==> src/design/rcm_pkg.sv <==
// Package: shared types, wiring tables and letter arithmetic for the rotor cipher unit
`default_nettype none
package rcm_pkg;
  localparam int unsigned Alpha = 26;

  typedef logic [4:0] letter_t;
  typedef logic [3:0] wheel_type_t;
  typedef logic [1:0] cmd_t;

  localparam cmd_t CMD_ENCIPHER = 2'd0;
  localparam cmd_t CMD_LOAD     = 2'd1;
  localparam cmd_t CMD_PLUG     = 2'd2;

  typedef enum logic [2:0] {
    REG_ROTOR_LEFT  = 3'd0,
    REG_ROTOR_MID   = 3'd1,
    REG_ROTOR_RIGHT = 3'd2,
    REG_RING_LEFT   = 3'd3,
    REG_RING_MID    = 3'd4,
    REG_RING_RIGHT  = 3'd5,
    REG_REFLECTOR   = 3'd6
  } reg_idx_t;

  typedef struct packed {
    wheel_type_t rotor_left;
    wheel_type_t rotor_mid;
    wheel_type_t rotor_right;
    letter_t     ring_left;
    letter_t     ring_mid;
    letter_t     ring_right;
    logic        reflector_sel;
  } settings_t;

  typedef struct packed {
    logic    encipher;
    logic    plug;
    letter_t letter;
    letter_t partner;
    letter_t pos_left;
    letter_t pos_mid;
    letter_t pos_right;
  } job_t;

  localparam string WHEELS [8] = '{
    "EKMFLGDQVZNTOWYHXUSPAIBRCJ", "AJDKSIRUXBLHWTMCQGZNPYFVOE",
    "BDFHJLCPRTXVZNYEIWGAKMUSQO", "ESOVPZJAYQUIRHXLNFTGKDCMWB",
    "VZBRGITYUPSDNHLXAWMJQOFECK", "JPGVOUMFYQBENHZRDKASXLICTW",
    "NZJHGRCXMYSWBOUFAIVLPEKQDT", "FKQHTLXOCBJSPDZRAMEWNIUYGV"};
  localparam string REFLS [2] = '{
    "YRUHQSLDPXNGOKMIEBFZCWVJAT", "FVPJIAOYEDRZXWGCTKUQSBNMHL"};

  function automatic logic [2:0] type_idx(wheel_type_t t);
    logic [2:0] r;
    r = 3'd0;
    if (t >= 4'd1 && t <= 4'd8) r = 3'(t - 4'd1);
    return r;
  endfunction

  function automatic letter_t red(letter_t v);
    return (v >= letter_t'(Alpha)) ? letter_t'(v - letter_t'(Alpha)) : v;
  endfunction

  function automatic letter_t add26(letter_t a, letter_t b);
    logic [5:0] s;
    s = {1'b0, a} + {1'b0, b};
    if (s >= 6'(Alpha)) s = s - 6'(Alpha);
    return s[4:0];
  endfunction

  function automatic letter_t sub26(letter_t a, letter_t b);
    logic [5:0] s;
    s = {1'b0, a} + 6'(Alpha) - {1'b0, b};
    if (s >= 6'(Alpha)) s = s - 6'(Alpha);
    return s[4:0];
  endfunction

  function automatic letter_t wire_fwd(logic [2:0] k, letter_t i);
    logic [7:0] ch;
    ch = WHEELS[k][i];
    return letter_t'(ch - 8'd65);
  endfunction

  function automatic letter_t wire_back(logic [2:0] k, letter_t x);
    letter_t r;
    r = '0;
    for (int i = 0; i < Alpha; i++) begin
      if (WHEELS[k][i] == 8'(x) + 8'd65) r = letter_t'(i);
    end
    return r;
  endfunction

  function automatic letter_t refl(logic s, letter_t i);
    logic [7:0] ch;
    ch = REFLS[s][i];
    return letter_t'(ch - 8'd65);
  endfunction

  function automatic logic at_notch(wheel_type_t t, letter_t p);
    logic r;
    unique case (type_idx(t))
      3'd0: r = (p == 5'd16);
      3'd1: r = (p == 5'd4);
      3'd2: r = (p == 5'd21);
      3'd3: r = (p == 5'd9);
      3'd4: r = (p == 5'd25);
      default: r = (p == 5'd25) || (p == 5'd12);
    endcase
    return r;
  endfunction

  function automatic letter_t wheel_f(wheel_type_t t, letter_t sh, letter_t x);
    return sub26(wire_fwd(type_idx(t), add26(x, sh)), sh);
  endfunction

  function automatic letter_t wheel_b(wheel_type_t t, letter_t sh, letter_t x);
    return sub26(wire_back(type_idx(t), add26(x, sh)), sh);
  endfunction
endpackage
`default_nettype wire

==> src/design/rcm_queue.sv <==
// Two-entry queue between front and back end
`default_nettype none
module rcm_queue (
  input  wire logic           clk,
  input  wire logic           rst,
  input  wire rcm_pkg::job_t  in_job,
  input  wire logic           in_valid,
  output logic                in_ready,
  output rcm_pkg::job_t       out_job,
  output logic                out_valid,
  input  wire logic           out_ready
);
  import rcm_pkg::*;

  job_t       mem [2];
  logic       wp, rp;
  logic [1:0] cnt;
  logic       push, pop;

  assign in_ready  = (cnt != 2'd2);
  assign out_valid = (cnt != 2'd0);
  assign out_job   = mem[rp];
  assign push      = in_valid && in_ready;
  assign pop       = out_valid && out_ready;

  always_ff @(posedge clk) begin
    if (push) mem[wp] <= in_job;
    if (rst) begin
      wp  <= 1'b0;
      rp  <= 1'b0;
      cnt <= '0;
    end else begin
      if (push) wp <= ~wp;
      if (pop) rp <= ~rp;
      cnt <= cnt + 2'(push) - 2'(pop);
    end
  end
endmodule
`default_nettype wire

==> config.mk <==
export PLATFORM = sky130hd
export DESIGN_NAME = rcm_queue
export DESIGN_NICKNAME = d
export VERILOG_FILES = /design/src/design/rcm_pkg.sv /design/src/design/rcm_queue.sv
export SDC_FILE = /design/constraint.sdc
export NUM_CORES = 1
export LEC_CHECK = 0
export BUFFER_PORTS_ARGS = -buffer_cell sky130_fd_sc_hd__buf_2
export CAP_MARGIN = 20
export CELL_PAD_IN_SITES_DETAIL_PLACEMENT = 1
export CELL_PAD_IN_SITES_GLOBAL_PLACEMENT = 1
export CORE_MARGIN = 2
export CORE_UTILIZATION = 35
export DETAILED_ROUTE_END_ITERATION = 10
export HOLD_SLACK_MARGIN = 0.12
export PLACE_DENSITY = 0.77
export SETUP_SLACK_MARGIN = 0.15
export SLEW_MARGIN = 20
export SYNTH_ARGS = -nofsm -noshare
export SYNTH_HDL_FRONTEND = slang
export SYNTH_SLANG_ARGS = --single-unit
==> constraint.sdc <==
create_clock -name clk -period 2.9 [get_ports clk]
set_input_delay 0.29 -clock clk [delete_from_list [all_inputs] [get_ports clk]]
set_output_delay 0.29 -clock clk [all_outputs]
set_load 0.02 [all_outputs]
## Word-level counts from Yosys, hierarchy flattened

Memories as Yosys holds them, arrays and structs flattened. A register that Yosys moved wholly into a read port is not among the register bits.
Index checks and enable logic that the tools add are counted.

- $add $sub $neg: 2
- Bitwise operators: 2
- Multiplexer cells: 4
- Reductions and logical operators: 3
- Equality and inequality tests: 1

Operators by type and width:

| kind | number |
|---|---|
| $mux W1 | 4 |
| $add A2 B1 Y2 | 1 |
| $logic_and A1 B1 Y1 | 2 |
| $ne A2 B2 Y1 const B | 1 |
| $not A1 Y1 | 2 |
| $reduce_bool A2 Y1 | 1 |
| $sub A2 B1 Y2 | 1 |

- RAM bits: 54
- Input bits: 31
- Output and inout port bits: 29
- Register bits after elaboration: 4
- Memories kept: 1
- Word-level logic and storage cells: 16

Memory list:

| memory | depth | width | rd ports | clocked after Yosys merged registers in | write ports | line | RTL |
|---|---|---|---|---|---|---|---|
| mem | 2 | 27 | 1 | 1 | 1 | rcm_queue.sv:15 | `job_t mem [2];` |

## Logic depth before layout (Yosys ltp)

Gate-level depths: netlist (run 1).

- Depth in word-level cells: 4
- Gate-level depth with buffers: 8

## Least setup slack after synthesis (run 1)

Ideal clock, no wire load.

- Kind: reg2reg
- From: register cnt[0]
- To: memory mem[0][0] in the netlist's numbering, enable pin
- Library setup time: 0.411 ns
- Setup slack: 0.699 ns
- Arrival: 1.791 ns
- Clock period less this slack: 2.201 ns
- Buffers on the path: 0
- Stages on the path, launching flop included: 4
- Cells stage by stage: dfxtp_1 nand2b_2 nand2_2 nor2_1

- Longest elaborated chain between the ends: 4

RTL lines:

| what | line | RTL |
|---|---|---|
| start, declared | rcm_queue.sv:17 | `logic [1:0] cnt;` |
| start signal, assigned | rcm_queue.sv:35 | `cnt <= cnt + 2'(push) - 2'(pop);` |
| $ne A2 B2 Y1 | rcm_queue.sv:20 | `assign in_ready = (cnt != 2'd2);` |
| named net in_ready | rcm_queue.sv:8 | `output logic in_ready,` |
| $logic_and A1 B1 Y1 | rcm_queue.sv:23 | `assign push = in_valid && in_ready;` |
| $mux W1 | rcm_queue.sv:27 | `if (push) mem[wp] <= in_job;` |
| $mux W1 (not written as such) | rcm_queue.sv:27 |  |
| end, declared | rcm_queue.sv:15 |  |

The timed path passes the listed nets, and every way through them passes these cells.

==> results by group, run 1 <==
Run status
  • Status: finished, final reports clean

Timing
  • Skew final: 0.00881 ns
  • Max transition margin: 0.450
  • Final setup violation count: 0
  • Actual slew at the worst max-slew pin: 0.825 ns
  • Hold Slack: 0.147 ns
  • Final Cycle Share: 0.709
  • Final hold violations: 0
  • Setup TNS: 0 ns
  • Final Max Slew Viols: 0
  • Max Fclk: 486 MHz
  • Final period demand of the worst path: 2.06 ns
  • RSZ-0062 raised after global routing: false

Die
  • DIE AREA: 7150 µm²
  • Die height: around 85 µm
  • Row cnt: 29
  • Initial Util: 0.360
  • I/O pin cnt: 60
  • Core area: 6310 µm²
  • Die width: about 85 µm

Clock tree
  • CTS tree: built
  • Clock sink total: 59
  • Post-CTS Setup Bufs: 0
  • Later-pin clock latency in the skew report: 0.33 ns
  • CTS Hold Bufs: 0
  • Post-CTS resize count: 0
  • Clk slew on worst S/H paths: 0.07 ns
  • TritonCTS Buffers: 9
  • Clock root buffer: clkbuf_8
  • H-Tree Depth: 3
  • CTS max path bufs: 2

Route
  • # DRC: 0
  • Final WL: 3.80 mm
  • Vias post-DR: 1175
  • Number of routed nets with antenna violations: 0
  • Mean number of vias per cell: 4.54
  • WL/cell: 14.7 µm
  • Iter 0 DRT Violations: 62
  • Drt first pass iters: 3

GRT
  • Vias in the first global route: 1243
  • Initial antenna violation count: 0
  • Pin count of the biggest net entering global routing: 28
  • Total congestion overflow: 0
  • GRT Util Overall: 0.115
  • Global-route wire length before repair: 6.03 mm

Worst hold path
  • HP Class: primary input to flop

Finish
  • Layout cells sized above 1: 0.599
  • Finished Core Util: 0.456
  • Layout area overhead: 26.8%
  • ANT cells: 0
  • Commonest non-fill, non-tap cell in the layout: buf_2
  • Total Nets Final: 210
  • Commonest cells after routing, fill and taps aside: buf_2 (59), edfxtp_1 (54), mux2_4 (21)
  • Finished Cell Area: ~2900 µm²

Synthesis
  • Synth area leader: edfxtp_1
  • Avg Cell Area, Syn: between 20 and 25 µm²
  • Gate count after technology mapping: 108
  • Synth warn: 0
  • Synth area leaders: edfxtp_1 (71%), mux2_4 (14%), dfxtp_1 (4.4%)
  • Top cell type's share of synthesized area: 0.714
  • Netlist cell types: 16
  • Synthesized Nets: ~140
  • Yosys reg bits: 59
  • Seq/Total Area, Yosys: 0.758
  • Synthesized area: between 2000 and 2500 µm²

Worst setup path
  • Critical Path End Type: output port
  • Setup CP Type: flop to output port
  • Crit start category: flop
  • Max FO, Critical Path: 27
  • Slowest CP cell: dfxtp_2
  • CP max stage delay: ~0.86 ns
  • Crit-path cells: mux2_2 > buf_2
  • Critical Path AT: 1.77 ns
  • Crit path required time: 2.61 ns

Place
  • Area post-placement: 2650 µm²
  • RePlAce Congestion: around 0.64
  • Hpwl dp: 2.65 mm
  • Input/output buffers: 59

Power
  • Leak pwr: roughly 1.1 nW
  • Design Power: 0.00271 W
  • Max VDD drop: 0.472 mV
  • Pwr Density: 940 nW/µm²

Job
  • Max Cap Viol: 0
worst max-delay path: cells and delay by family, from the launching register on:
family | cells | cell delay [ns]
buffers and inverters | 1 | 0.16
flip-flops | 1 | 0.86
multiplexers | 1 | 0.41
layer usage:
| layer | wire, µm | GRT usage |
|---|---|---|
| met1 | 1500 | 0.127 |
| met2 | 1900 | 0.189 |
| met3 | 308 | 0.0433 |
| met4 | 86 | 0.0693 |
| met5 | 0 | 0 |
through the flow:
| stage | worst slack [ns] | cells |
|---|---|---|
| 2_1_floorplan | 0.699 | 108 |
| 3_3_place_gp | 1.16 | 243 |
| 3_5_place_dp | 1.16 | 243 |
| 4_1_cts | 0.797 | 259 |
| 5_1_grt | 0.736 | 259 |
| 6_report | 0.844 | 259 |
where the power goes:
part           leakage, nW  switching, W  internal [W]
sequential           0.546      0.000102       0.00107
clock                0.118      0.000294      0.000565
combinational        0.485      0.000342      0.000332
total                 1.15      0.000738       0.00197
state kept, by name, indices dropped and copies added (netlist names), named ones only:
name and cells:
rp 1, wp 1, cnt 2, mem 54
path summary, 6_finish.rpt:
check                                        from                   end  slack [ns]  cells after the start
worst max-delay path                         flop            out_job[3]        0.84                      2
worst min-delay path                   in_job[13]  mem[0][13]$_DFFE_PP_        0.15                      1
worst max register to register  cnt[0]$_SDFF_PP0_     cnt[1]$_SDFF_PP0_        1.35                      8
worst min register to register    rp$_SDFFE_PP0P_       rp$_SDFFE_PP0P_        0.52                      2
kinds of logic after synthesis:
| family | synth area share |
|---|---|
| muxes | 0.173 |
| xor gates and xnor gates | 0.0116 |
| adders and majority gates | 0.0110 |
| and+or+nand+nor | 0.0259 |
| AOI/OAI and AO/OA | 0.00386 |
| DFF | 0.758 |
| buffers and inverters | 0.0165 |
synth_stat cells (all sizes together):
cell,n
edfxtp,54
mux2,28
dfxtp,5
nor2,5
buf,3
ha,2
nor2b,2
xnor2,2
and3,1
inv,1
nand2,1
nand2b,1
o21a,1
or2,1
xor2,1
final cells by class:
class	count	area [µm²]
Clock inverter	6	104
Timing Repair Buffer	61	310
Fill cell	652	3430
Sequential cell	59	1720
Multi-Input combinational cell	45	515
Inverter	1	3.75
Tap cell	77	96.3
Clock buffer	10	128
Power figures use the tool's default switching activity.
==> inputs of run 2 (changes only) <==
clock period = 2.1 ns   (was 2.9 ns; I/O delays follow)
==> run 2 against run 1 <==
Clock-buffer cell count unchanged. Hold slack improved by 0.13 ns. Largest power group unchanged. Highest routed layer unchanged. Combinational power up 56%. Die area stayed put. Cell area increased by 11%. Sequential share of layout area down 5.9 points. Via count increased by 11%. Power rose by 46%. Clock skew fell by 0.0028 ns. Register-to-register slack worse by 0.80 ns. Utilization rose by 5.1 points. Critical path depth rose by 1. Largest cell class unchanged.
==> results by group, run 2 (synthesized netlist as in run 1, its figures left out) <==
Run status
  • Status: finished, final reports clean

GRT
  • Pin count of the biggest net entering global routing: 28
  • Total congestion overflow: 0
  • Global-route wire length before repair: 6.93 mm
  • Vias in the first global route: 1373
  • GRT Util Overall: 0.131
  • Initial antenna violation count: 0

Timing
  • Max transition margin: 0.742
  • Final Cycle Share: 0.849
  • Final period demand of the worst path: approximately 1.8 ns
  • Final hold violations: 0
  • RSZ-0062 raised after global routing: false
  • Actual slew at the worst max-slew pin: roughly 0.39 ns
  • Setup TNS: 0 ns
  • Max Fclk: 561 MHz
  • Final Max Slew Viols: 0
  • Final setup violation count: 0
  • Skew final: approximately 0.006 ns

Finish
  • Number of flip-flops in the largest register: 54
  • Commonest cells after routing, fill and taps aside: buf_2 (59), edfxtp_1 (54), dlygate4sd3_1 (28)
  • Total Nets Final: 240
  • ANT cells: 0
  • Layout cells sized above 1: 0.519
  • Commonest non-fill, non-tap cell in the layout: buf_2
  • Biggest regs: mem x54, cnt x2
  • Largest reg by FF count: mem
  • Layout area overhead: 40.9%
  • Non-Filler Instances: 289

Clock tree
  • CTS tree: built
  • TritonCTS Buffers: 9
  • H-Tree Depth: 3
  • Clock root buffer: clkbuf_8
  • Later-pin clock latency in the skew report: between 0.3 and 0.4 ns
  • Post-CTS Setup Bufs: 0
  • CTS max path bufs: 2
  • Clock sink total: between 50 and 60
  • Clk slew on worst S/H paths: roughly 0.060 ns

Route
  • # DRC: 0
  • Mean number of vias per cell: 4.51
  • Vias post-DR: 1302
  • Drt first pass iters: 3
  • Final WL: approximately 4.4 mm
  • Number of routed nets with antenna violations: 0
  • Iter 0 DRT Violations: 64
  • WL/cell: 15.3 µm

Place
  • Placed cell count: roughly 250
  • RePlAce Congestion: 0.659
  • Hpwl dp: around 3 mm
  • Input/output buffers: 59

Job
  • Max Cap Viol: 0

Die
  • I/O pin cnt: 60
  • Core area: 6310 µm²
  • Die width: 84.6 µm
  • Row cnt: 29
  • Die height: between 80 and 90 µm
  • Initial Util: 0.360
  • DIE AREA: 7150 µm²

Worst setup path
  • Crit path required time: about 1.9 ns
  • Crit start category: flop
  • Critical Path AT: between 1.5 and 2 ns
  • Max FO, Critical Path: 13
  • Setup CP Type: flop to output port
  • Critical Path End Type: output port

Worst hold path
  • HP Class: primary input to flop

Power
  • Max VDD drop: 0.519 mV
  • Leak pwr: ~1.3 nW
  • Pwr Density: 1230 nW/µm²
run 2: cell types whose count changed in the layout (fill, tap and decap cells not counted):
cell and change:
dlygate4sd3_1 +28, buf_4 +2, clkinv_2 -2, bufinv_16 +1, clkinv_1 +1, dfxtp_2 -1
dfxtp_4 +1
run 2: area by class of cell:
| type | count | area [µm²] |
|---|---|---|
| Fill cell | 619 | 3110 |
| Sequential cell | 59 | 1730 |
| Clock inverter | 6 | 128 |
| Inverter | 1 | 3.75 |
| Tap cell | 77 | 96.3 |
| Timing Repair Buffer | 91 | 606 |
| Multi-Input combinational cell | 45 | 515 |
| Clock buffer | 10 | 128 |
run 2: what timing repair did:
| item | 4_1_cts | 5_1_grt |
|---|---|---|
| hold endpoints to repair | 55 | 0 |
| hold buffers | 28 | 0 |
| setup endpoints to repair | 1 | 0 |
| gates resized for setup | 1 | 0 |
run 2: per-stage QoR:
step | hold WS [ns] | util | total power [W] | cell area, µm² | setup WS (ns)
4_1_cts | 0.255 | 0.507 | 0.00401 | 3200 | 0.268
3_3_place_gp | 0.400 | 0.422 | 0.00259 | 2660 | 0.557
3_5_place_dp | 0.402 | 0.422 | 0.00263 | 2660 | 0.514
6_report | 0.273 | 0.507 | 0.00394 | 3200 | 0.316
5_1_grt | 0.265 | 0.507 | 0.00412 | 3200 | 0.234
2_1_floorplan | 0.282 | - | 0.00234 | 2270 | 0.344
run 2: layer usage:
metal / up-vias / global-route usage / part of all wire
met5: - / 0 / 0
met4: 0 / 0.0635 / 0.020
met3: 12 / 0.0354 / 0.048
met2: 42 / 0.228 / 0.53
met1: 640 / 0.147 / 0.40
li1: 608 / - / -
run 2: path summary, 6_finish.rpt:
check                                        from                end  slack (ns)  cells after the start
worst max-delay path                         flop        out_job[19]        0.32                      3
worst max register to register  cnt[0]$_SDFF_PP0_  cnt[1]$_SDFF_PP0_        0.55                      8
worst min-delay path                     in_valid    wp$_SDFFE_PP0N_        0.27                      3
worst min register to register    rp$_SDFFE_PP0P_    rp$_SDFFE_PP0P_        0.52                      2
run 2: worst max-delay path, stage by stage (launching register included):
cell,delay [ns]
dfxtp_4,0.48
buf_4,0.28
mux2_4,0.33
buf_2,0.16
run 2: power by group:
part | switching (W) | leakage, nW | internal, W
Sequential | 0.0000956 | 0.547 | 0.00149
Clock | 0.000413 | 0.126 | 0.000901
Combinational | 0.000547 | 0.612 | 0.000502
Total | 0.00105 | 1.28 | 0.00289
==> inputs of run 3 (changes only) <==
clock period = 1.9 ns   (was 2.1 ns; I/O delays follow)
==> run 3 against run 2 <==
Critical path depth stayed put. Global-route usage increased by 1.2 points. Clock skew increased by 0.0024 ns. Highest routed layer unchanged. Sequential power up 9%. Combinational power increased by 20%. Register-to-register slack got worse by 0.23 ns.
==> results by group, run 3 (synthesized netlist as in run 1, its figures left out) <==
Run status
  • Status: finished, final reports clean

Power
  • Max VDD drop: approximately 0.64 mV
  • Combinational Power Share: 0.291
  • Sw Share: 0.282
  • Leak pwr: 1.30 nW
  • Net Switching: about 0.0012 W
  • Clock Power Share: 0.309
  • Share of power burned in registers: 0.399
  • Internal power: 0.00312 W
  • Pwr Density: 1340 nW/µm²

Finish
  • Number of flip-flops in the largest register: between 50 and 60
  • Largest reg by FF count: mem
  • Commonest cells after routing, fill and taps aside: buf_2 (59), edfxtp_1 (54), dlygate4sd3_1 (28)
  • Commonest non-fill, non-tap cell in the layout: buf_2
  • Biggest regs: mem x54, cnt x2
  • Layout area overhead: 42.4%
  • Finished Cell Area: 3240 µm²
  • Layout cells sized above 1: 0.533
  • ANT cells: 0
  • Finished Core Util: 0.512
  • Total Nets Final: 242

Route
  • Mean number of vias per cell: 4.56
  • Number of routed nets with antenna violations: 0
  • Vias post-DR: 1327
  • Iter 0 DRT Violations: 52
  • WL/cell: between 15 and 20 µm
  • # DRC: 0
  • Drt first pass iters: 4
  • Final WL: between 4 and 5 mm

Place
  • Area post-placement: 2690 µm²
  • RePlAce Congestion: 0.626
  • Setup slack at placement: between 0.3 and 0.4 ns
  • Hpwl dp: 3.06 mm
  • Input/output buffers: between 50 and 60

Clock tree
  • Clock root buffer: clkbuf_8
  • CTS max path bufs: 2
  • CTS tree: built
  • Post-CTS Setup Bufs: 0
  • H-Tree Depth: 3
  • Clk slew on worst S/H paths: 0.07 ns
  • Clock sink total: just under 60
  • TritonCTS Buffers: 9
  • Later-pin clock latency in the skew report: ~0.32 ns

Timing
  • Final setup violation count: 0
  • Final hold violations: 0
  • Max Fclk: 617 MHz
  • Max transition margin: 0.831
  • Setup ws final: about 0.28 ns
  • Setup TNS: 0 ns
  • Final period demand of the worst path: 1.62 ns
  • Final Cycle Share: 0.852
  • RSZ-0062 raised after global routing: false
  • Skew final: 0.00834 ns
  • Final Max Slew Viols: 0
  • Actual slew at the worst max-slew pin: 0.254 ns

GRT
  • GRT Util Overall: 0.143
  • Initial antenna violation count: 0
  • Pin count of the biggest net entering global routing: 23
  • Global-route wire length before repair: 7.45 mm
  • Vias in the first global route: 1500
  • Total congestion overflow: 0

Worst setup path
  • Setup CP Type: flop to output port
  • Levels on crit path: 3
  • CP bufs+invs: 2
  • Delay-heaviest family, CP: flip-flops
  • CP max stage delay: 0.42 ns
  • Reg2reg path depth: 8
  • Crit path required time: roughly 1.7 ns
  • Crit-path cells: buf_12 > mux2_2 > buf_2
  • Reg-to-reg slack, setup: 0.32 ns
  • CP Capture Point: out_job[3]
  • Slowest CP cell: dfxtp_4
  • Critical Path End Type: output port
  • RR Startpoint: cnt[1]$_SDFF_PP0_
  • Critical Path AT: 1.43 ns
  • Crit start category: flop
  • Max FO, Critical Path: 11
  • Reg2reg end: cnt[1]$_SDFF_PP0_

Die
  • Die height: 84.6 µm
  • DIE AREA: 7150 µm²
  • Die width: 84.6 µm
  • Row cnt: 29
  • Core area: about 6300 µm²
  • Initial Util: 0.360
  • I/O pin cnt: 60

Worst hold path
  • HP Class: primary input to flop

Job
  • Max Cap Viol: 0
run 3: worst min-delay path by stage:
stage | start | to | cells after the start
finish | in_valid | wp$_SDFFE_PP0N_ | 3
global route | in_valid | wp$_SDFFE_PP0N_ | 3
CTS | in_valid | wp$_SDFFE_PP0N_ | 3
detailed placement | in_job[2] | mem[1][2]$_DFFE_PP_ | 1
global placement | in_job[0] | mem[0][0]$_DFFE_PP_ | 1
floorplan | rst | cnt[0]$_SDFF_PP0_ | 1
run 3: cell type report:
class                           count  area [µm²]
Sequential cell                    59        1730
Fill cell                         628        3080
Timing Repair Buffer               93         651
Multi-Input combinational cell     45         528
Tap cell                           77        96.3
Clock inverter                      6         104
Clock buffer                       10         128
Inverter                            1        3.75
run 3: layer usage:
metal | vias up | track usage | wire length (µm)
met5 | - | 0 | 0
met4 | 0 | 0.0736 | 63
met3 | 5 | 0.0374 | 206
met2 | 40 | 0.256 | 2720
met1 | 668 | 0.153 | 1820
li1 | 614 | - | -
run 3: repair_timing:
item                       4_1_cts  5_1_grt
hold buffers                    28        0
setup endpoints to repair        1        5
hold endpoints to repair        58        0
resized for setup                0        2
cloned                           0        1
run 3: tightest hold or removal path, cell delays in order:
cell,delay [ns]
buf_2,0.11
nand2_2,0.11
mux2_4,0.16
run 3: power groups by stage:
stage / Combinational [W] / Sequential [W] / Clock, W
4_1_cts: 0.00124 / 0.00173 / 0.00138
2_1_floorplan: 0.000877 / 0.00171 / 0
3_5_place_dp: 0.00119 / 0.00175 / 0
3_3_place_gp: 0.00117 / 0.00174 / 0
6_report: 0.00126 / 0.00173 / 0.00134
5_1_grt: 0.00135 / 0.00176 / 0.00144
run 3: stage by stage:
step / hold WS (ns) / cells / total power [W]
after floorplan: 0.262 / 108 / 0.00259
after global placement: 0.378 / 246 / 0.00290
after detailed placement: 0.382 / 246 / 0.00294
after CTS: 0.257 / 290 / 0.00435
after global routing: 0.274 / 291 / 0.00455
final: 0.274 / 291 / 0.00434
