File: config.mk
export PLATFORM = sky130hd
export DESIGN_NAME = rcm_front_flat
export DESIGN_NICKNAME = d
export VERILOG_FILES = /design/src/design/rcm_pkg.sv /design/src/design/rcm_if.sv /design/src/design/rcm_front.sv /design/src/flat_wrapper.sv
export SDC_FILE = /design/constraint.sdc
export NUM_CORES = 1
export LEC_CHECK = 0
export BUFFER_PORTS_ARGS = -buffer_cell sky130_fd_sc_hd__buf_2
export CAP_MARGIN = 20
export CELL_PAD_IN_SITES_DETAIL_PLACEMENT = 1
export CELL_PAD_IN_SITES_GLOBAL_PLACEMENT = 2
export CORE_ASPECT_RATIO = 0.7
export CORE_UTILIZATION = 27
export CTS_CLUSTER_DIAMETER = 120
export DETAILED_ROUTE_END_ITERATION = 16
export PLACE_DENSITY_LB_ADDON = 0.1
export SETUP_SLACK_MARGIN = 0.05
export SLEW_MARGIN = 15
export SYNTH_ARGS = -nofsm -noshare
export SYNTH_HDL_FRONTEND = slang
export SYNTH_SLANG_ARGS = --single-unit
File: constraint.sdc
create_clock -name clk -period 5.05 [get_ports clk]
set_input_delay 1.01 -clock clk [delete_from_list [all_inputs] [get_ports clk]]
set_output_delay 1.01 -clock clk [all_outputs]
set_load 0.1 [all_outputs]
File: src/design/rcm_pkg.sv
// Package: shared types, wiring tables and letter arithmetic for the rotor cipher unit
`default_nettype none
package rcm_pkg;
  localparam int unsigned Alpha = 26;

  typedef logic [4:0] letter_t;
  typedef logic [3:0] wheel_type_t;
  typedef logic [1:0] cmd_t;

  localparam cmd_t CMD_ENCIPHER = 2'd0;
  localparam cmd_t CMD_LOAD     = 2'd1;
  localparam cmd_t CMD_PLUG     = 2'd2;

  typedef enum logic [2:0] {
    REG_ROTOR_LEFT  = 3'd0,
    REG_ROTOR_MID   = 3'd1,
    REG_ROTOR_RIGHT = 3'd2,
    REG_RING_LEFT   = 3'd3,
    REG_RING_MID    = 3'd4,
    REG_RING_RIGHT  = 3'd5,
    REG_REFLECTOR   = 3'd6
  } reg_idx_t;

  typedef struct packed {
    wheel_type_t rotor_left;
    wheel_type_t rotor_mid;
    wheel_type_t rotor_right;
    letter_t     ring_left;
    letter_t     ring_mid;
    letter_t     ring_right;
    logic        reflector_sel;
  } settings_t;

  typedef struct packed {
    logic    encipher;
    logic    plug;
    letter_t letter;
    letter_t partner;
    letter_t pos_left;
    letter_t pos_mid;
    letter_t pos_right;
  } job_t;

  localparam string WHEELS [8] = '{
    "EKMFLGDQVZNTOWYHXUSPAIBRCJ", "AJDKSIRUXBLHWTMCQGZNPYFVOE",
    "BDFHJLCPRTXVZNYEIWGAKMUSQO", "ESOVPZJAYQUIRHXLNFTGKDCMWB",
    "VZBRGITYUPSDNHLXAWMJQOFECK", "JPGVOUMFYQBENHZRDKASXLICTW",
    "NZJHGRCXMYSWBOUFAIVLPEKQDT", "FKQHTLXOCBJSPDZRAMEWNIUYGV"};
  localparam string REFLS [2] = '{
    "YRUHQSLDPXNGOKMIEBFZCWVJAT", "FVPJIAOYEDRZXWGCTKUQSBNMHL"};

  function automatic logic [2:0] type_idx(wheel_type_t t);
    logic [2:0] r;
    r = 3'd0;
    if (t >= 4'd1 && t <= 4'd8) r = 3'(t - 4'd1);
    return r;
  endfunction

  function automatic letter_t red(letter_t v);
    return (v >= letter_t'(Alpha)) ? letter_t'(v - letter_t'(Alpha)) : v;
  endfunction

  function automatic letter_t add26(letter_t a, letter_t b);
    logic [5:0] s;
    s = {1'b0, a} + {1'b0, b};
    if (s >= 6'(Alpha)) s = s - 6'(Alpha);
    return s[4:0];
  endfunction

  function automatic letter_t sub26(letter_t a, letter_t b);
    logic [5:0] s;
    s = {1'b0, a} + 6'(Alpha) - {1'b0, b};
    if (s >= 6'(Alpha)) s = s - 6'(Alpha);
    return s[4:0];
  endfunction

  function automatic letter_t wire_fwd(logic [2:0] k, letter_t i);
    logic [7:0] ch;
    ch = WHEELS[k][i];
    return letter_t'(ch - 8'd65);
  endfunction

  function automatic letter_t wire_back(logic [2:0] k, letter_t x);
    letter_t r;
    r = '0;
    for (int i = 0; i < Alpha; i++) begin
      if (WHEELS[k][i] == 8'(x) + 8'd65) r = letter_t'(i);
    end
    return r;
  endfunction

  function automatic letter_t refl(logic s, letter_t i);
    logic [7:0] ch;
    ch = REFLS[s][i];
    return letter_t'(ch - 8'd65);
  endfunction

  function automatic logic at_notch(wheel_type_t t, letter_t p);
    logic r;
    unique case (type_idx(t))
      3'd0: r = (p == 5'd16);
      3'd1: r = (p == 5'd4);
      3'd2: r = (p == 5'd21);
      3'd3: r = (p == 5'd9);
      3'd4: r = (p == 5'd25);
      default: r = (p == 5'd25) || (p == 5'd12);
    endcase
    return r;
  endfunction

  function automatic letter_t wheel_f(wheel_type_t t, letter_t sh, letter_t x);
    return sub26(wire_fwd(type_idx(t), add26(x, sh)), sh);
  endfunction

  function automatic letter_t wheel_b(wheel_type_t t, letter_t sh, letter_t x);
    return sub26(wire_back(type_idx(t), add26(x, sh)), sh);
  endfunction
endpackage
`default_nettype wire

File: src/design/rcm_if.sv
// Interfaces: item, result and configuration channels
`default_nettype none
interface rcm_in_if;
  logic       valid;
  logic       ready;
  logic [1:0] cmd;
  logic [4:0] letter;
  logic [4:0] partner;
  logic [4:0] start_left;
  logic [4:0] start_mid;
  logic [4:0] start_right;
  modport source (output valid, cmd, letter, partner, start_left, start_mid, start_right,
                  input ready);
  modport sink (input valid, cmd, letter, partner, start_left, start_mid, start_right,
                output ready);
endinterface

`default_nettype wire

File: src/design/rcm_front.sv
// Front end: accepts beats, steps and loads wheels, flags valid plug pairs
`default_nettype none
module rcm_front (
  input  wire logic            clk,
  input  wire logic            rst,
  rcm_in_if.sink               in_ch,
  input  wire rcm_pkg::settings_t cfg,
  output rcm_pkg::job_t        job,
  output logic                 job_valid,
  input  wire logic            job_ready
);
  import rcm_pkg::*;

  letter_t pos_l, pos_m, pos_r;
  letter_t pos_l_next, pos_m_next, pos_r_next;
  logic    take, mid_n, right_n;

  assign in_ch.ready = job_ready;
  assign job_valid   = in_ch.valid;
  assign take        = in_ch.valid && job_ready;

  always_comb begin
    mid_n   = at_notch(cfg.rotor_mid, pos_m);
    right_n = at_notch(cfg.rotor_right, pos_r);
    pos_l_next = pos_l;
    pos_m_next = pos_m;
    pos_r_next = pos_r;
    case (in_ch.cmd)
      CMD_ENCIPHER: begin
        if (mid_n) begin
          pos_l_next = add26(pos_l, 5'd1);
          pos_m_next = add26(pos_m, 5'd1);
        end else if (right_n) begin
          pos_m_next = add26(pos_m, 5'd1);
        end
        pos_r_next = add26(pos_r, 5'd1);
      end
      CMD_LOAD: begin
        pos_l_next = red(in_ch.start_left);
        pos_m_next = red(in_ch.start_mid);
        pos_r_next = red(in_ch.start_right);
      end
      default: ;
    endcase
    job.encipher  = (in_ch.cmd == CMD_ENCIPHER);
    job.plug      = (in_ch.cmd == CMD_PLUG) && (in_ch.letter < 5'd26) &&
                    (in_ch.partner < 5'd26);
    job.letter    = in_ch.letter;
    job.partner   = in_ch.partner;
    job.pos_left  = pos_l_next;
    job.pos_mid   = pos_m_next;
    job.pos_right = pos_r_next;
  end

  always_ff @(posedge clk) begin
    if (rst) begin
      pos_l <= '0;
      pos_m <= '0;
      pos_r <= '0;
    end else if (take) begin
      pos_l <= pos_l_next;
      pos_m <= pos_m_next;
      pos_r <= pos_r_next;
    end
  end
endmodule
`default_nettype wire

File: src/flat_wrapper.sv
// flat-port wrapper written by rule: the top's interface ports become plain ports
module rcm_front_flat import rcm_pkg::*;
  (clk, rst, cfg, job, job_valid, job_ready, in_ch_valid, in_ch_cmd, in_ch_letter, in_ch_partner, in_ch_start_left, in_ch_start_mid, in_ch_start_right, in_ch_ready);
  rcm_in_if in_ch_i ();
  input  wire logic clk;
  input  wire logic rst;
  input  wire rcm_pkg::settings_t cfg;
  output rcm_pkg::job_t job;
  output logic job_valid;
  input  wire logic job_ready;
  input wire logic [$bits(in_ch_i.valid)-1:0] in_ch_valid;
  input wire logic [$bits(in_ch_i.cmd)-1:0] in_ch_cmd;
  input wire logic [$bits(in_ch_i.letter)-1:0] in_ch_letter;
  input wire logic [$bits(in_ch_i.partner)-1:0] in_ch_partner;
  input wire logic [$bits(in_ch_i.start_left)-1:0] in_ch_start_left;
  input wire logic [$bits(in_ch_i.start_mid)-1:0] in_ch_start_mid;
  input wire logic [$bits(in_ch_i.start_right)-1:0] in_ch_start_right;
  output wire logic [$bits(in_ch_i.ready)-1:0] in_ch_ready;
  assign in_ch_i.valid = in_ch_valid;
  assign in_ch_i.cmd = in_ch_cmd;
  assign in_ch_i.letter = in_ch_letter;
  assign in_ch_i.partner = in_ch_partner;
  assign in_ch_i.start_left = in_ch_start_left;
  assign in_ch_i.start_mid = in_ch_start_mid;
  assign in_ch_i.start_right = in_ch_start_right;
  assign in_ch_ready = in_ch_i.ready;
  rcm_front u_core (.clk(clk), .rst(rst), .in_ch(in_ch_i), .cfg(cfg), .job(job), .job_valid(job_valid), .job_ready(job_ready));
endmodule
After elaboration in Yosys (flattened, before gate mapping)
Cells that the tools add are included.
W data, S select, Z words.
{"block": "word_totals", "reg_bits": 15, "wordCells": 74}
{"block": "op_classes", "n_addsub": 11, "order_cmp": 12, "eq_ne": 22, "muxes": 16, "n_reduce_logical": 10}
{"cell": "$mux W5", "count": 9}
{"cell": "$eq A5 B5 Y1 const B", "count": 6}
{"cell": "$pmux W5 S2", "count": 3}
{"cell": "$sub A5 B5 Y5 const B", "count": 6}
{"cell": "$eq A5 B4 Y1 const B", "count": 4}
{"cell": "$add A5 B1 Y6 const B", "count": 3}
{"cell": "$ge A6 B5 Y1 const B", "count": 3}
{"cell": "$ge A5 B5 Y1 const B", "count": 3}
{"cell": "$eq A3 B2 Y1 const B", "count": 4}
{"cell": "$eq A5 B3 Y1 const B", "count": 2}
{"cell": "$lt A5 B5 Y1 const B", "count": 2}
{"cell": "$pmux W1 S5", "count": 2}
{"cell": "$ge A4 B1 Y1 const B", "count": 2}
{"cell": "$le A4 B4 Y1 const B", "count": 2}
{"cell": "$eq A3 B1 Y1 const B", "count": 2}
{"cell": "$eq A3 B3 Y1 const B", "count": 2}
{"cell": "$logic_not A3 Y1", "count": 2}
{"cell": "$mux W3", "count": 2}
{"cell": "$sub A3 B1 Y3 const B", "count": 2}
{"cell": "$logic_and A1 B1 Y1", "count": 5}
{"cell": "$eq A2 B1 Y1 const B", "count": 1}
{"cell": "$eq A2 B2 Y1 const B", "count": 1}
{"cell": "$logic_not A2 Y1", "count": 1}
{"cell": "$logic_or A1 B1 Y1", "count": 2}

Depth between registers and ports, before layout
Gate-level depths: netlist of run 1.
{"block": "logic_depth", "depth_word": 8, "mapped_depth": 10, "ltp_nobuf": 10}

Worst setup path after synthesis of run 1
Ideal clock, no wire load.
{"block": "synth_timing", "path_type": "input to output", "start": "input port cfg[17] in the netlist's numbering", "end": "output port job[6] in the netlist's numbering", "arrival_ns": 6.271, "t_required_ns": 4.040, "path_slack_ns": -2.231, "path_stages": 8, "n_path_buf": 0, "cell_sequence": "inv_1 > ha_1 > or3b_1 > a221o_1 > a211o_1 > o32ai_4 > nor2_4 > o311ai_0"}
{"item": "start, declared", "line_no": "flat_wrapper.sv:7", "rtl": "input wire rcm_pkg::settings_t cfg;"}
{"item": "end, declared", "line_no": "flat_wrapper.sv:8", "rtl": "output rcm_pkg::job_t job;"}

==> impl_metrics.ini, run 1 <==
[timing]
relSlewSlack = 0.543
finalClockSkew_ps = 6.60
fmax_ghz = 0.207
fin_crit_ps = 4840
finalCritPeriodShare = 0.957
setup_violations = 0
rsz0062_at_grt = no
tightest_slew_ps = 686
slew_violations = 0
fin_ws_ps = 215
hold_violations = 0
fin_hold_ws_ps = 566

[global_route]
grt_first_pass_wirelength_um = 12900
first_global_vias = 2479
grt_overflow_total = 0
grt_use_total = 0.173
antenna_found_initial = 0
grt_max_degree = 21

[setup_path]
cp_data_required_time_ps = 4040
arrival_ps = 3830
r2r_end = u_core.pos_l[2]
reg2reg_setup_slack_ps = 2140
crit_chain = buf_2, inv_1, ha_1, or3b_1, a221o_1, a211o_1, o32ai_4, nor2_4, or3_4, nand3_1, buf_12
start_kind = input pin
critical-path-slowest-cell = o32ai_4
cpPeakStageDelay_ps = 430
crit_buf_inv = 3
critPathMaxFanout = 6
endpoint_kind = output port
cpLargestDelayFamily = compound AO/OA/AOI/OAI gates
r2r-start = u_core.pos_l[0]
r2r_cells = 8
crit_type = in2out

[clock_network]
clk_path_buf_depth = 2
cts.sinks = 15
cts_setup_buffers = 0
root_buffer = clkbuf_16
cts_tree = done
cts.repair.resized = 0
cts-buffers-inserted = 3
clock_latency_ps = 250
h-tree-depth = 1
clkTransAtPathRegs_ps = 60
ctsHoldBuffers = 0

[power]
power_frac_seq = 0.228
swShare = 0.474
power_density_nw_per_um2 = 209
p_leak_nw = 1.19
finalPower_w = 0.000614
clkPwrFrac = 0.260
power.switching_w = 0.000291
pwr-share-comb = 0.512
p_int_w = 0.000323
ir_worst_vdd_mv = 0.107

[place]
hpwlAfterDp_um = 6340
portBuffers = 63
place_area_um2 = 2850
routabilityCongestion = 0.767
dp_slack_ps = 217

[cells_and_area]
fill_cells = 1109
final_nets = 457
seq_area_um2 = 300
final_area_um2 = 2930
fin_util = 0.339
drive_gt1_frac = 0.231
antenna_cells = 0
multi_input_area_um2 = 1890
area_delta_synth_final_pct = 19.3

[synthesis]
syn_area_um2 = 2460
synth.most_common_cell = nand2_1
synth_area_leaders = dfxtp_1, ha_1, buf_4
async_reset_ff_frac = 0
yosysSeqAreaShare = 0.122
syn_avg_cell_area_um2 = 7.27
synth_edf_count = 0
ys_ff_latch = 15
synthTopCellsByCount = nand2_1, inv_1, nor2_1
yosys_warnings = 0
synth_flop_cell = dfxtp_1
synth_top_area_share = 0.122
postSynthCellCount = 338
ys_types = 65
syn_nets = 417
yosysTopAreaCell = dfxtp_1

[worst_hold_path]
worstHoldEndpoint = u_core.pos_r[4]
holdCritStartpoint = u_core.pos_r[4]
hold_path.class = reg2reg
hold_depth = 2

[die]
initial_utilization = 0.284
die_y_um = 81.8
io_pins = 88
coreArea_um2 = 8650
rows = 28
die_w_um = 116
die_area_um2 = 9490

[detailed_routing]
vias_per_cell = 5.40
wire_per_inst_um = 16.0
vias = 2685
routed_wl_um = 7960
final_antenna_net_count = 0
drt-pass1-iter-count = 4
drt-initial-drc-count = 84
drc = 0

[outcome]
outcome = finished, final reports clean

[job]
maxCapViolCount = 0
[kinds of logic (layout without fill, tap and decap cells)]
group | count (synthesis) | count (layout) | synth area share
compound gates | 110 | 110 | 0.336
xor+xnor | 13 | 13 | 0.0463
fa+ha+maj | 20 | 20 | 0.102
buf+inv | 56 | 95 | 0.114
flops | 15 | 15 | 0.122
mux | 7 | 7 | 0.0305
simple gates | 117 | 117 | 0.249
[sequential cells by signal, indices dropped and copies added, names as in the netlist]
register,flops
u_core.pos_l,5
u_core.pos_m,5
u_core.pos_r,5
[cells in the final DEF (no fill, tap or decap), types with 5 or more instances in the layout]
master    count
o211ai_1      8
nor3_1        6
inv_1        26
xnor2_1       9
buf_2        57
a21oi_1      16
nor2_1       24
nor2b_1       5
nand2b_1      9
a211oi_1      5
dfxtp_1      15
nor4_1        5
o21ai_0      14
buf_12        6
o22ai_1       8
a31oi_1       9
nand2_1      31
ha_1         20
nand3_1      12
[through the flow]
step	TNS, ps	std cells
after floorplan	-308	338
after global placement	0	493
after detailed placement	0	493
after CTS	0	497
after global routing	0	497
final	0	497
[area by class of cell]
| type | instances | share of cell area |
|---|---|---|
| Timing Repair Buffer | 64 | 0.141 |
| Clock buffer | 3 | 0.0256 |
| Clock inverter | 1 | 0.00256 |
| Tap cell | 120 | 0.0512 |
| Multi-Input combinational cell | 267 | 0.643 |
| Sequential cell | 15 | 0.102 |
| Inverter | 27 | 0.0346 |
[power by group through the flow]
stage          sequential (W)  clock (W)  combinational [W]
6_report             0.000140   0.000160           0.000315
5_1_grt              0.000141   0.000173           0.000339
4_1_cts              0.000140   0.000164           0.000317
3_5_place_dp         0.000142          0           0.000316
3_3_place_gp         0.000142          0           0.000313
2_1_floorplan        0.000133          0           0.000254
[how the worst max path moves through the flow]
stage,startpoint,endpoint,slack (ps),depth (start not counted)
2_1_floorplan,cfg[17],job[8],-200,9
3_3_place_gp,cfg[16],job[7],250,11
3_5_place_dp,cfg[16],job[7],220,11
4_1_cts,cfg[16],job[7],210,11
5_1_grt,cfg[16],job[7],100,11
6_report,cfg[16],job[7],210,11
[worst min-delay path: stages (launching register included)]
cell and delay, ps:
dfxtp_1 350, nor2_1 120, nor3b_1 50
[per-layer routing]
| layer | wire length (um) | global-route usage | up-vias |
|---|---|---|---|
| met5 | 0 | 0 | - |
| met3 | 272 | 0.0177 | 2 |
| li1 | - | - | 1331 |
| met1 | 4400 | 0.267 | 1300 |
| met4 | 27 | 0.0154 | 0 |
| met2 | 3260 | 0.262 | 52 |
No activity file was read; power rests on OpenSTA's default activity.
==> run 2, diff against run 1 <==
Settings changed: CORE_UTILIZATION 27 to 28, CTS_BUF_LIST set to sky130_fd_sc_hd__clkbuf_8.
==> run 2 against run 1 <==
Compared with the run above: worst hold slack gained 5.1 ps; fmax up 0.38%; first-iteration DRC count grew 21%; sequential cell count is the same.
==> impl_metrics.ini, run 2 (synthesis results as in run 1) <==
[outcome]
outcome = finished, final reports clean

[clock_network]
cts.sinks = 15
root_buffer = clkbuf_8
clkTransAtPathRegs_ps = 70
cts_tree = done
cts-buffers-inserted = 3
clk_path_buf_depth = 2
ctsHoldBuffers = 0
clock_latency_ps = 260
h-tree-depth = 1

[global_route]
grt_use_total = 0.188
first_global_vias = 2653
grt_max_degree = 21
grt_first_pass_wirelength_um = 13700
grt_overflow_total = 0
antenna_found_initial = 0

[timing]
fin_tns_setup_ps = 0
rsz0062_at_grt = no
fmax_ghz = 0.208
relSlewSlack = 0.522
setup_violations = 0
fin_crit_ps = 4820
slew_violations = 0
hold_violations = 0
finalCritPeriodShare = 0.954
finalClockSkew_ps = 0.993
tightest_slew_ps = 718

[setup_path]
endpoint_kind = output port
critPathMaxFanout = 6
cpLargestDelayFamily = compound AO/OA/AOI/OAI gates
crit_buf_inv = 3
crit_start = cfg[16]
cp_data_required_time_ps = 4040
crit_type = in2out
critical-path-slowest-cell = o32ai_4
cp.depth = 11
critPathCapture = job[7]
reg2reg_setup_slack_ps = 2120
r2r_end = u_core.pos_m[2]
r2r-start = u_core.pos_m[0]
r2r_cells = 8
arrival_ps = 3810
cpPeakStageDelay_ps = 420
crit_chain = buf_2, inv_1, ha_1, or3b_1, a221o_1, a211o_1, o32ai_4, nor2_4, or3_4, nand3_1, buf_12
start_kind = input pin

[worst_hold_path]
hold_path.class = reg2reg

[detailed_routing]
final_antenna_net_count = 0
vias_per_cell = 5.41
drt-pass1-iter-count = 4
vias = 2684
drt-initial-drc-count = 102
wire_per_inst_um = 16.5
drc = 0
routed_wl_um = 8210

[die]
io_pins = 88
rows = 28
die_y_um = 80.4
coreArea_um2 = 8480
initial_utilization = 0.290
die_area_um2 = 9160
die_w_um = 114

[place]
hpwlAfterDp_um = 6440
routabilityCongestion = 0.717
portBuffers = 63
place_area_um2 = 2840

[job]
maxCapViolCount = 0

[cells_and_area]
final_area_um2 = 2890
final_nets = 456
mostFrequentLayoutCell = buf_2
area_delta_synth_final_pct = 17.8
reg_top3 = u_core.pos_l x5, u_core.pos_m x5, u_core.pos_r x5
antenna_cells = 0
mostFrequentLayoutCells = buf_2, nand2_1, inv_1, nor2_1, ha_1
drive_gt1_frac = 0.231

[power]
power_density_nw_per_um2 = 194
ir_worst_vdd_mv = 0.0730
p_leak_nw = 1.18
run 2: metal layers:
layer  GRT usage  share of wire  routed length [um]  up-vias
met5           0              0                   0        -
met4      0.0156         0.0030                  25        0
met3      0.0325          0.041                 338        5
met2       0.291           0.42                3460       49
met1       0.277           0.53                4380     1303
li1            -              -                   -     1327
run 2: power breakdown:
part	total, W	switching, W	internal [W]
clock network	0.000107	0.0000524	0.0000550
registers	0.000139	0.0000150	0.000124
logic	0.000316	0.000225	0.0000915
total	0.000563	0.000292	0.000271
run 2: worst min path at each step:
stage | startpoint | cells past startpoint | end
2_1_floorplan | u_core.pos_r[4] | 2 | u_core.pos_r[4]
3_3_place_gp | u_core.pos_r[4] | 2 | u_core.pos_r[4]
3_5_place_dp | u_core.pos_r[4] | 2 | u_core.pos_r[4]
4_1_cts | u_core.pos_r[4] | 2 | u_core.pos_r[4]
5_1_grt | u_core.pos_r[4] | 2 | u_core.pos_r[4]
6_report | u_core.pos_r[4] | 2 | u_core.pos_r[4]
run 2: cell type report:
type                       instances  area, um^2
fill                            1099        5580
multi-input combinational        267        1890
timing repair buffer              63         405
sequential                        15         300
tap                              120         150
inverter                          27         101
clock buffer                       3        41.3
clock inverter                     1        5.00
run 2: tightest hold or removal path: stages, from the launching register on:
cell and delay, ps:
dfxtp_1 360, nor2_1 120, nor3b_1 50
run 2: metrics by stage:
stage | hold slack, ps | setup slack, ps | utilization | total power, W | std cells
2_1_floorplan | 511 | -199 | - | 0.000386 | 338
3_3_place_gp | 544 | 290 | 0.335 | 0.000454 | 492
3_5_place_dp | 563 | 242 | 0.335 | 0.000458 | 492
4_1_cts | 576 | 237 | 0.341 | 0.000568 | 496
5_1_grt | 614 | 92.6 | 0.341 | 0.000598 | 496
6_report | 571 | 233 | 0.341 | 0.000563 | 496
run 2: timing repair:
action,in CTS,in global routing
resized for setup,0,1
endpoints found under the setup margin,0,2
buffers inserted,0,0
==> run 3, diff against run 2 <==
--- a/config.mk
+++ b/config.mk
@@ -8,3 +8,3 @@
 export BUFFER_PORTS_ARGS = -buffer_cell sky130_fd_sc_hd__buf_2
-export CAP_MARGIN = 20
+export CAP_MARGIN = 25
 export CELL_PAD_IN_SITES_DETAIL_PLACEMENT = 1
--- a/constraint.sdc
+++ b/constraint.sdc
@@ -3,2 +3,2 @@
 set_output_delay 1.01 -clock clk [all_outputs]
-set_load 0.1 [all_outputs]
+set_load 0.005 [all_outputs]
==> run 3 against run 2 <==
Compared with the run above: wire length is 4.4% lower; sequential power hardly changed; worst hold slack better by 10 ps; clock power hardly changed; sequential cell count stayed put; global-route usage is 1.3 points lower; design area is 3.2% lower; cell count is 0.20% higher; first-iteration DRC count is 2.0% higher; via count is 1.5% lower.
==> impl_metrics.ini, run 3 (synthesis results as in run 1) <==
[setup_path]
cpPeakStageDelay_ps = 410
critical-path-slowest-cell = o32ai_4
start_kind = input pin
r2r_cells = 9
critPathMaxFanout = 6
cp_data_required_time_ps = 4040
cp.depth = 11
crit_type = in2out
crit_chain = buf_2, inv_1, ha_1, or3b_1, a221o_1, a211o_1, o32ai_4, o31ai_1, nand2_1, o311ai_0, buf_2
endpoint_kind = output port
crit_path_frequent_cell = buf_2
crit_buf_inv = 3
arrival_ps = 3670
cpLargestDelayFamily = compound AO/OA/AOI/OAI gates

[place]
hpwlAfterDp_um = 6260
routabilityCongestion = 0.726
portBuffers = 63

[cells_and_area]
multi_input_area_um2 = 1880
seq_area_um2 = 300
fill_cells = 1114
drive_gt1_frac = 0.228
area_delta_synth_final_pct = 14.0
final_nets = 457
mostFrequentLayoutCells = buf_2, nand2_1, inv_1, nor2_1, ha_1
fin_util = 0.330
mostFrequentLayoutCell = buf_2
reg_top3 = u_core.pos_l x5, u_core.pos_m x5, u_core.pos_r x5
antenna_cells = 0

[clock_network]
clk_path_buf_depth = 2
clkTransAtPathRegs_ps = 80
root_buffer = clkbuf_8
cts.sinks = 15
h-tree-depth = 1
cts-buffers-inserted = 3
cts.repair.resized = 0
cts_setup_buffers = 0
ctsHoldBuffers = 0
cts_tree = done
clock_latency_ps = 260

[die]
rows = 28
io_pins = 88
die_w_um = 114
initial_utilization = 0.290
die_y_um = 80.4
coreArea_um2 = 8480
die_area_um2 = 9160

[timing]
finalCritPeriodShare = 0.927
fin_crit_ps = 4680
hold_violations = 0
rsz0062_at_grt = no
fin_hold_ws_ps = 581
fin_tns_setup_ps = 0
setup_violations = 0
finalClockSkew_ps = 7.48
fmax_ghz = 0.214
tightest_slew_ps = 682
slew_violations = 0
relSlewSlack = 0.541

[global_route]
antenna_found_initial = 0
grt_max_degree = 21
first_global_vias = 2571
grt_use_total = 0.175
grt_first_pass_wirelength_um = 12800
grt_overflow_total = 0

[outcome]
outcome = finished, final reports clean

[power]
p_leak_nw = 1.15
power_frac_seq = 0.323
p_int_w = 0.000257
swShare = 0.402
clkPwrFrac = 0.252
power_density_nw_per_um2 = 154
finalPower_w = 0.000431
power.switching_w = 0.000173
ir_worst_vdd_mv = 0.0949
pwr-share-comb = 0.425

[detailed_routing]
routed_wl_um = 7850
vias_per_cell = 5.32
drt-initial-drc-count = 104
drc = 0
final_antenna_net_count = 0
vias = 2645
drt-pass1-iter-count = 6
wire_per_inst_um = 15.8

[worst_hold_path]
hold_path.class = reg2reg
hold_depth = 2

[job]
maxCapViolCount = 0
[run 3: area by class of cell]
type	count	area share
multi-input cells	267	0.670
repair buffers	64	0.115
flip-flops and latches	15	0.107
well taps	120	0.0536
inverters	27	0.0362
clock buffers	3	0.0147
clock inverters	1	0.00268
[run 3: through the flow]
step	worst slack, ps	cell area [um^2]	instances
2_1_floorplan	824	2460	338
3_3_place_gp	391	2750	493
3_5_place_dp	353	2750	493
4_1_cts	361	2800	497
5_1_grt	75.6	2800	497
6_report	370	2800	497
[run 3: path summary, 6_finish.rpt]
kind | start | endpoint | slack, ps
max | cfg[16] | job[6] | 370
min | u_core.pos_r[4] | u_core.pos_r[4] | 580
max reg2reg | u_core.pos_l[1] | u_core.pos_l[2] | 2180
min reg2reg | u_core.pos_r[4] | u_core.pos_r[4] | 580
[run 3: worst reg2reg max path: stages (launching register included)]
cell,delay (ps)
dfxtp_1,440
inv_1,70
ha_1,370
or3b_2,230
a21oi_1,60
a311oi_1,550
o21ai_0,300
a2111o_1,420
a21o_1,190
o22ai_1,160
[run 3: routing by layer]
| layer | GRT usage | share of wire | wire length (um) | up-vias |
|---|---|---|---|---|
| met3 | 0.0287 | 0.038 | 295 | 2 |
| met5 | 0 | 0 | 0 | - |
| li1 | - | - | - | 1328 |
| met4 | 0.0117 | 0.0024 | 19 | 0 |
| met2 | 0.288 | 0.42 | 3330 | 41 |
| met1 | 0.248 | 0.54 | 4200 | 1274 |
[run 3: power by group through the flow]
stage | logic (W) | clock network (W) | registers, W
2_1_floorplan | 0.000132 | 0 | 0.000133
3_3_place_gp | 0.000182 | 0 | 0.000142
3_5_place_dp | 0.000185 | 0 | 0.000141
4_1_cts | 0.000186 | 0.000112 | 0.000139
5_1_grt | 0.000207 | 0.000118 | 0.000140
6_report | 0.000183 | 0.000109 | 0.000139
